$ cat src/hdl/aouc_pkg.sv
// Shared types and constants for the alpha over/under compositor.
package aouc_pkg;

    localparam int CFG_IDX_W  = 2;
    localparam int CFG_DATA_W = 13;
    localparam int CHAN_W     = 8;
    localparam int FACTOR_W   = 9;
    localparam int ROW_W      = 13;

    localparam logic [CFG_IDX_W-1:0] REG_BLEND_MODE   = 2'd0;
    localparam logic [CFG_IDX_W-1:0] REG_FACTOR_EVEN  = 2'd1;
    localparam logic [CFG_IDX_W-1:0] REG_FACTOR_ODD   = 2'd2;
    localparam logic [CFG_IDX_W-1:0] REG_ROW_WIDTH    = 2'd3;

    localparam logic MODE_OVER  = 1'b0;
    localparam logic MODE_UNDER = 1'b1;

    localparam logic [FACTOR_W-1:0] FACTOR_ONE = 9'd256;
    localparam logic [ROW_W-1:0]    ROW_WIDTH_RESET = 13'd1920;

    typedef struct packed {
        logic load_in;
        logic step1;
        logic step2;
        logic load_out;
    } aouc_cmd_t;

endpackage

$ cat src/hdl/aouc_ctrl.sv
// Sequencing controller: handshakes and stage commands for the compositor datapath.
module aouc_ctrl (
    input  logic                clk,
    input  logic                rst_n,
    input  logic                in_valid,
    output logic                in_ready,
    output logic                out_valid,
    input  logic                out_ready,
    output aouc_pkg::aouc_cmd_t cmd
);
    import aouc_pkg::*;

    localparam logic [1:0] S_IDLE = 2'd0;
    localparam logic [1:0] S_MUL1 = 2'd1;
    localparam logic [1:0] S_MUL2 = 2'd2;
    localparam logic [1:0] S_FIN  = 2'd3;

    logic [1:0] state_reg;
    logic [1:0] state_next;
    logic       out_valid_reg;
    logic       out_valid_next;

    always_comb
    begin
        cmd        = '0;
        state_next = state_reg;
        unique case (state_reg)
            S_IDLE:
            begin
                if (in_valid)
                begin
                    cmd.load_in = 1'b1;
                    state_next  = S_MUL1;
                end
            end
            S_MUL1:
            begin
                cmd.step1  = 1'b1;
                state_next = S_MUL2;
            end
            S_MUL2:
            begin
                cmd.step2  = 1'b1;
                state_next = S_FIN;
            end
            S_FIN:
            begin
                // hold until the output register is free
                if (!out_valid_reg || out_ready)
                begin
                    cmd.load_out = 1'b1;
                    state_next   = S_IDLE;
                end
            end
        endcase
    end

    always_comb
    begin
        priority if (cmd.load_out)
            out_valid_next = 1'b1;
        else if (out_ready)
            out_valid_next = 1'b0;
        else
            out_valid_next = out_valid_reg;
    end

    always_ff @(posedge clk or negedge rst_n)
    begin
        if (!rst_n)
        begin
            state_reg     <= S_IDLE;
            out_valid_reg <= 1'b0;
        end
        else
        begin
            state_reg     <= state_next;
            out_valid_reg <= out_valid_next;
        end
    end

    assign in_ready  = (state_reg == S_IDLE);
    assign out_valid = out_valid_reg;

`ifndef SYNTHESIS
    a_cmd_onehot: assert property (@(posedge clk) disable iff (!rst_n)
        $onehot0({cmd.load_in, cmd.step1, cmd.step2, cmd.load_out}))
        else $error("more than one stage command at once");

    a_step_order: assert property (@(posedge clk) disable iff (!rst_n)
        (in_valid && in_ready) |=> cmd.step1 ##1 cmd.step2)
        else $error("stage sequence broken after accepted transaction");

    a_no_overwrite: assert property (@(posedge clk) disable iff (!rst_n)
        (out_valid && !out_ready) |-> !cmd.load_out)
        else $error("output register overwritten before its transaction");

    a_busy_blocks: assert property (@(posedge clk) disable iff (!rst_n)
        (cmd.step1 || cmd.step2) |-> !in_ready)
        else $error("input accepted while datapath busy");
`endif

endmodule

$ cat src/hdl/aouc_dp.sv
// Compositor datapath: configuration, row tracking, multiplier stages and output register.
module aouc_dp #(
    parameter int MAX_ROW_WIDTH = 4096
) (
    input  logic                                 clk,
    input  logic                                 rst_n,
    input  aouc_pkg::aouc_cmd_t                  cmd,
    input  logic                                 cfg_write,
    input  logic [aouc_pkg::CFG_IDX_W-1:0]       cfg_addr,
    input  logic [aouc_pkg::CFG_DATA_W-1:0]      cfg_data,
    input  logic                                 frame_start,
    input  logic [7:0]                           fg_red,
    input  logic [7:0]                           fg_green,
    input  logic [7:0]                           fg_blue,
    input  logic [7:0]                           fg_alpha,
    input  logic [7:0]                           bg_red,
    input  logic [7:0]                           bg_green,
    input  logic [7:0]                           bg_blue,
    input  logic [7:0]                           bg_alpha,
    output logic [7:0]                           out_red,
    output logic [7:0]                           out_green,
    output logic [7:0]                           out_blue,
    output logic [7:0]                           out_alpha
);
    import aouc_pkg::*;

    localparam int CNT_W = $clog2(MAX_ROW_WIDTH);
    localparam int CMP_W = (CNT_W + 1 > ROW_W) ? CNT_W + 1 : ROW_W;
    localparam logic [CMP_W-1:0] MAX_W = CMP_W'(MAX_ROW_WIDTH);

    localparam logic [1:0] SEL_BLEND = 2'd0;
    localparam logic [1:0] SEL_FG    = 2'd1;
    localparam logic [1:0] SEL_BG    = 2'd2;

    // configuration
    logic                mode_cfg_reg;
    logic [FACTOR_W-1:0] factor_even_reg;
    logic [FACTOR_W-1:0] factor_odd_reg;
    logic [ROW_W-1:0]    row_width_reg;

    always_ff @(posedge clk or negedge rst_n)
    begin
        if (!rst_n)
        begin
            mode_cfg_reg    <= MODE_OVER;
            factor_even_reg <= FACTOR_ONE;
            factor_odd_reg  <= FACTOR_ONE;
            row_width_reg   <= ROW_WIDTH_RESET;
        end
        else if (cfg_write)
        begin
            unique case (cfg_addr)
                REG_BLEND_MODE:  mode_cfg_reg    <= cfg_data[0];
                REG_FACTOR_EVEN: factor_even_reg <= cfg_data[FACTOR_W-1:0];
                REG_FACTOR_ODD:  factor_odd_reg  <= cfg_data[FACTOR_W-1:0];
                REG_ROW_WIDTH:   row_width_reg   <= cfg_data[ROW_W-1:0];
            endcase
        end
    end

    // row tracking
    logic [CNT_W-1:0] col_reg;
    logic [CNT_W-1:0] col_next;
    logic             odd_reg;
    logic             odd_next;
    logic [CNT_W-1:0] col_base;
    logic             par_base;
    logic [CMP_W-1:0] col_inc;
    logic [CMP_W-1:0] rw_ext;
    logic [CMP_W-1:0] eff_w;

    always_comb
    begin
        col_base = frame_start ? '0 : col_reg;
        par_base = frame_start ? 1'b0 : odd_reg;
        col_inc  = CMP_W'(col_base) + CMP_W'(1);
        rw_ext   = CMP_W'(row_width_reg);
        priority if (rw_ext == '0)
            eff_w = CMP_W'(1);
        else if (rw_ext > MAX_W)
            eff_w = MAX_W;
        else
            eff_w = rw_ext;
        if (col_inc >= eff_w)
        begin
            col_next = '0;
            odd_next = ~par_base;
        end
        else
        begin
            col_next = col_inc[CNT_W-1:0];
            odd_next = par_base;
        end
    end

    always_ff @(posedge clk or negedge rst_n)
    begin
        if (!rst_n)
        begin
            col_reg <= '0;
            odd_reg <= 1'b0;
        end
        else if (cmd.load_in)
        begin
            col_reg <= col_next;
            odd_reg <= odd_next;
        end
    end

    // input capture
    logic [FACTOR_W-1:0] f_raw;
    logic [FACTOR_W-1:0] f_reg;
    logic                mode_reg;
    logic [7:0]          fg_reg [4];
    logic [7:0]          bg_reg [4];

    assign f_raw = par_base ? factor_odd_reg : factor_even_reg;

    always_ff @(posedge clk)
    begin
        if (cmd.load_in)
        begin
            f_reg     <= (f_raw > FACTOR_ONE) ? FACTOR_ONE : f_raw;
            mode_reg  <= mode_cfg_reg;
            fg_reg[0] <= fg_red;
            fg_reg[1] <= fg_green;
            fg_reg[2] <= fg_blue;
            fg_reg[3] <= fg_alpha;
            bg_reg[0] <= bg_red;
            bg_reg[1] <= bg_green;
            bg_reg[2] <= bg_blue;
            bg_reg[3] <= bg_alpha;
        end
    end

    // stage 1: factor against alpha
    logic [FACTOR_W-1:0]   alpha_op;
    logic [2*FACTOR_W-1:0] prod1_reg;

    assign alpha_op = (mode_reg == MODE_UNDER) ? (FACTOR_ONE - FACTOR_W'(bg_reg[3]))
                                               : FACTOR_W'(fg_reg[3]);

    always_ff @(posedge clk)
    begin
        if (cmd.step1)
            prod1_reg <= (2*FACTOR_W)'(f_reg) * (2*FACTOR_W)'(alpha_op);
    end

    // stage 2: channel weights and bypass decision
    logic [FACTOR_W-1:0] p_hi;
    logic [FACTOR_W-1:0] m_val;
    logic [FACTOR_W-1:0] coef_fg;
    logic [FACTOR_W-1:0] coef_bg;
    logic [1:0]          sel;
    logic [1:0]          sel_reg;
    logic [16:0]         pfg_reg [4];
    logic [16:0]         pbg_reg [4];

    always_comb
    begin
        p_hi  = prod1_reg[2*FACTOR_W-2:8];
        m_val = FACTOR_ONE - p_hi;
        if (mode_reg == MODE_UNDER)
        begin
            coef_fg = p_hi;
            coef_bg = FACTOR_W'(bg_reg[3]);
            priority if (bg_reg[3] == 8'd0 && f_reg == FACTOR_ONE)
                sel = SEL_FG;
            else if (bg_reg[3] == 8'd255)
                sel = SEL_BG;
            else if (p_hi == '0)
                sel = SEL_BG;
            else
                sel = SEL_BLEND;
        end
        else
        begin
            coef_fg = f_reg;
            coef_bg = m_val;
            priority if (f_reg == '0)
                sel = SEL_BG;
            else if (m_val == '0)
                sel = SEL_FG;
            else
                sel = SEL_BLEND;
        end
    end

    always_ff @(posedge clk)
    begin
        if (cmd.step2)
        begin
            sel_reg <= sel;
            for (int i = 0; i < 4; i++)
            begin
                pfg_reg[i] <= 17'(coef_fg) * 17'(fg_reg[i]);
                pbg_reg[i] <= 17'(coef_bg) * 17'(bg_reg[i]);
            end
        end
    end

    // stage 3: sum, saturate, select
    logic [17:0] sum   [4];
    logic [7:0]  blend [4];
    logic [7:0]  res   [4];
    logic [7:0]  out_reg [4];

    always_comb
    begin
        for (int i = 0; i < 4; i++)
        begin
            sum[i]   = 18'(pfg_reg[i]) + 18'(pbg_reg[i]);
            blend[i] = (|sum[i][17:16]) ? 8'd255 : sum[i][15:8];
            unique case (sel_reg)
                SEL_FG:  res[i] = fg_reg[i];
                SEL_BG:  res[i] = bg_reg[i];
                default: res[i] = blend[i];
            endcase
        end
    end

    always_ff @(posedge clk)
    begin
        if (cmd.load_out)
        begin
            for (int i = 0; i < 4; i++)
                out_reg[i] <= res[i];
        end
    end

    assign out_red   = out_reg[0];
    assign out_green = out_reg[1];
    assign out_blue  = out_reg[2];
    assign out_alpha = out_reg[3];

endmodule

$ cat src/hdl/alpha_over_under_composite.sv
// The controller walks each accepted pixel in turn through the two multiplier
// stages (MUL1, MUL2) and the output stage (FIN), which waits until the output
// register is free; out_valid rises once FIN loads it, and in_ready stays low until then.
// A new pixel is taken while the previous result still waits at the output.
// Reset (rst_n low, asynchronous): controller idle, no result pending, column
// 0 and even row, blend_mode over, both factors 256, row_width 1920.
module alpha_over_under_composite #(
    parameter int MAX_ROW_WIDTH = 4096
) (
    input  logic                            clk,
    input  logic                            rst_n,
    input  logic                            cfg_write,
    input  logic [aouc_pkg::CFG_IDX_W-1:0]  cfg_addr,
    input  logic [aouc_pkg::CFG_DATA_W-1:0] cfg_data,
    input  logic                            in_valid,
    output logic                            in_ready,
    input  logic                            frame_start,
    input  logic [7:0]                      fg_red,
    input  logic [7:0]                      fg_green,
    input  logic [7:0]                      fg_blue,
    input  logic [7:0]                      fg_alpha,
    input  logic [7:0]                      bg_red,
    input  logic [7:0]                      bg_green,
    input  logic [7:0]                      bg_blue,
    input  logic [7:0]                      bg_alpha,
    output logic                            out_valid,
    input  logic                            out_ready,
    output logic [7:0]                      out_red,
    output logic [7:0]                      out_green,
    output logic [7:0]                      out_blue,
    output logic [7:0]                      out_alpha
);
    import aouc_pkg::*;

    aouc_cmd_t cmd;

    aouc_ctrl u_ctrl (
        .clk       (clk),
        .rst_n     (rst_n),
        .in_valid  (in_valid),
        .in_ready  (in_ready),
        .out_valid (out_valid),
        .out_ready (out_ready),
        .cmd       (cmd)
    );

    aouc_dp #(
        .MAX_ROW_WIDTH (MAX_ROW_WIDTH)
    ) u_dp (
        .clk         (clk),
        .rst_n       (rst_n),
        .cmd         (cmd),
        .cfg_write   (cfg_write),
        .cfg_addr    (cfg_addr),
        .cfg_data    (cfg_data),
        .frame_start (frame_start),
        .fg_red      (fg_red),
        .fg_green    (fg_green),
        .fg_blue     (fg_blue),
        .fg_alpha    (fg_alpha),
        .bg_red      (bg_red),
        .bg_green    (bg_green),
        .bg_blue     (bg_blue),
        .bg_alpha    (bg_alpha),
        .out_red     (out_red),
        .out_green   (out_green),
        .out_blue    (out_blue),
        .out_alpha   (out_alpha)
    );

endmodule
$ cat config.mk
export PLATFORM = sky130hd
export DESIGN_NAME = alpha_over_under_composite
export DESIGN_NICKNAME = d
export VERILOG_FILES = /design/src/hdl/aouc_pkg.sv /design/src/hdl/aouc_ctrl.sv /design/src/hdl/aouc_dp.sv /design/src/hdl/alpha_over_under_composite.sv
export SDC_FILE = /design/constraint.sdc
export NUM_CORES = 2
export LEC_CHECK = 0
export BUFFER_PORTS_ARGS = -buffer_cell sky130_fd_sc_hd__buf_2
export CORE_UTILIZATION = 59
export DETAILED_ROUTE_END_ITERATION = 16
export GPL_TIMING_DRIVEN = 1
export PLACE_DENSITY = 0.79
export REMOVE_ABC_BUFFERS = 1
export SLEW_MARGIN = 20
export SYNTH_ARGS = -nofsm -noshare
export SYNTH_HDL_FRONTEND = slang
export SYNTH_SLANG_ARGS = --single-unit
$ cat constraint.sdc
create_clock -name clk -period 5.5 [get_ports clk]
set_clock_uncertainty 0.15 [all_clocks]
set_input_delay 1.1 -clock clk [delete_from_list [all_inputs] [get_ports clk]]
set_output_delay 1.1 -clock clk [all_outputs]
set_load 0.005 [all_outputs]
==> key figures <==
Synthesis
  – Cell accounting for the most synthesized area: fa_1
  – Most numerous cell in the Yosys netlist: inv_1
  – Syn Inst Count: between 3000 and 4000
  – Synth area leaders: fa_1 (22%), edfxtp_1 (22%), ha_1 (15%)
  – Synthesized flop and latch total: between 300 and 400
  – Synth Warn #: 0
  – Top cell type's share of synthesized area: between 20% and 30%
  – EDFF count, synth: 253
  – Top post-synthesis cells by count: inv_1 (502), ha_1 (417), fa_1 (384)
  – Mean Syn Cell Area: between 10 and 15 um2
  – Synthesized area: about 34000 um2
  – Synth cell types: between 80 and 90
  – Top_reg_cell synth: edfxtp_1
  – Share of async-settable or async-resettable flops after synthesis: between 15 and 20%
  – Post-synthesis sequential area ratio: roughly a quarter

Final layout
  – Area growth, synth to finish: 14.6%
  – Nets: about 4600
  – Diode count: 0
  – Share of cells above drive strength 1: 17.1%
  – Final Core Density: between 60% and 70%

Clock tree
  – H-tree levels: 2
  – CTS buffer count: 39
  – Clk slew on worst S/H paths: 60 ps
  – Longest Clk Path Bufs: 3
  – Cts hold-fix bufs: 0
  – CTS tree: done
  – Root Driver: clkbuf_16
  – TritonCTS Sinks: ~300
  – Clk_lat worst skew: about 570 ps

GRT
  – Largest net degree at the start of global routing: 71
  – First-pass GRT wire length: about 130000 um
  – Met1 Use GR: ~37%
  – Grt met3 use: 4.24%
  – Total Routing Usage GR: 28.4%
  – Initial antenna violation count: 4
  – Grt total ovfl: 0
  – Met2 GRT Util: ~48%
  – Vias in the first global route: about 27000
  – Gr busiest metal: met2

Drt
  – Avg WL per Cell: 19.0 um
  – DRT iter0 DRCs: between 1500 and 2000
  – Residual DRC: 0
  – DR pass1 iterations: 5
  – Vias: 25700
  – WL final: approximately 85000 um
  – Routed Antenna Nets: 0
  – DR vias/cell: about 5.7

Placed design
  – Place WS: -252 ps
  – PortBufs: 118
  – Detailed Place HPWL: roughly 61000 um
  – Routability Congestion: between 0.9 and 1

Timing
  – Final Hold Viols: 0
  – Final worst-path setup slack: -191 ps
  – Worst Tran Pin Value: between 1000 and 1500 ps
  – Final setup fails: 20
  – Tcrit/Tclk final: 103%
  – Hold Slack: roughly 370 ps
  – Fmax: 176 MHz
  – RSZ-0062 raised after global routing: yes
  – Max-slew violations: 0
  – Relative slew slack: a little over a quarter
  – Final min period: around 5700 ps

Die
  – Die area: ~59000 um2
  – Core Area: ~58000 um2
  – Core Rows: just under 90
  – Starting Density: between 50% and 60%
  – Die Width: approximately 240 um
  – Die height: approximately 240 um
  – Top-level I/O count: 119

Worst setup path
  – Req. time, crit path: between 5000 and 6000 ps
  – Crit path max fanout: 5
  – Critical Path Source Type: register
  – CP arrival: 5860 ps
  – Critical path type: register to register
  – CP endpoint kind: register

Run status
  – Failing checks: setup timing
  – Outcome: finished, violations left

Min path
  – Worst hold path type: register to register

Run
  – Max-cap viol count: 0
cell usage in the layout, fill, tap and decap left out, drive strengths merged, types with 6 or more instances in the layout:
cell / n
clkbuf: 47
dfstp: 6
xnor2: 102
o211ai: 13
nand2: 337
or4: 6
nor3: 41
and3: 13
a221oi: 30
or3: 11
mux2: 49
xor2: 41
o21a: 21
clkinv: 13
o2111ai: 9
o21ai: 75
a21boi: 8
nor2: 105
nand3: 49
nor4: 13
fa: 384
dfrtp: 42
a21oi: 132
a211oi: 11
buf: 339
a21o: 31
mux2i: 10
nand2b: 25
and2: 363
ha: 417
nor2b: 79
nand4: 7
o21bai: 16
edfxtp: 253
inv: 507
or2: 7
a31oi: 18
area by class of cell:
class	count	area (um2)
repair buffers	340	2470
clock inverters	23	180
clock buffers	46	1070
well taps	765	957
fillers	4237	18200
multi-input cells	2499	24100
flip-flops and latches	301	8810
inverters	502	1890
routing by layer:
metal	vias to the layer above	share of wire, %
met3	229	7.3
met1	12700	40
li1	11800	-
met5	-	0.062
met2	948	48
met4	8	4.3
cells by family (layout without fill, tap and decap cells):
family / Yosys count / after routing / share of synthesized area (%)
muxes: 55 / 59 / 1.76
adders and majority gates: 801 / 801 / 37.5
xor gates and xnor gates: 143 / 143 / 3.64
DFF: 301 / 301 / 25.6
and+or+nand+nor: 1082 / 1082 / 16.5
AOI/OAI and AO/OA: 414 / 414 / 7.93
buffers and inverters: 644 / 911 / 7.11
final timing paths:
kind,start,to,slack [ps],cells after the start
max in group asynchronous,rst_n,u_dp.col_reg[10],4390,1
min reg2reg,u_dp.mode_cfg_reg,u_dp.mode_reg,370,0
max,u_dp.prod1_reg[9],u_dp.pbg_reg[2][16],-190,20
max reg2reg,u_dp.prod1_reg[9],u_dp.pbg_reg[2][16],-190,20
min,u_dp.mode_cfg_reg,u_dp.mode_reg,370,0
min in group asynchronous,rst_n,u_dp.factor_even_reg[0],380,1
critical path, cell delays in order (launching register included):
cell and delay, ps:
edfxtp_1 440, or4_4 530, or3_4 390, nor2_4 120, xor2_2 200, o21ai_4 110, buf_6 140, and2_4 150
fa_1 510, inv_2 40, fa_1 510, fa_1 440, fa_1 510, inv_2 50, ha_4 260, and3_4 210
and3_4 210, nand3_4 80, o2111ai_2 90, o211ai_1 130, xnor2_1 140
timing repair:
action                     in CTS  in global routing
setup endpoints to repair      28                 44
resized for setup              83                116
setup buffers                  14                 24
cloned                          0                  5
pin swaps                      42                 64
through the flow:
stage / instance area (um2) / std cells / TNS, ps
floorplan: 33900 / 3298 / -22770
global placement: 36900 / 4364 / -1010
detailed placement: 36900 / 4364 / -3030
CTS: 38700 / 4447 / -549
global route: 39500 / 4476 / -5520
finish: 39500 / 4476 / -1780
Power is left out: the tool's default activity adds up to more than one toggle a clock period on the data nets, which glitch-free logic cannot reach.
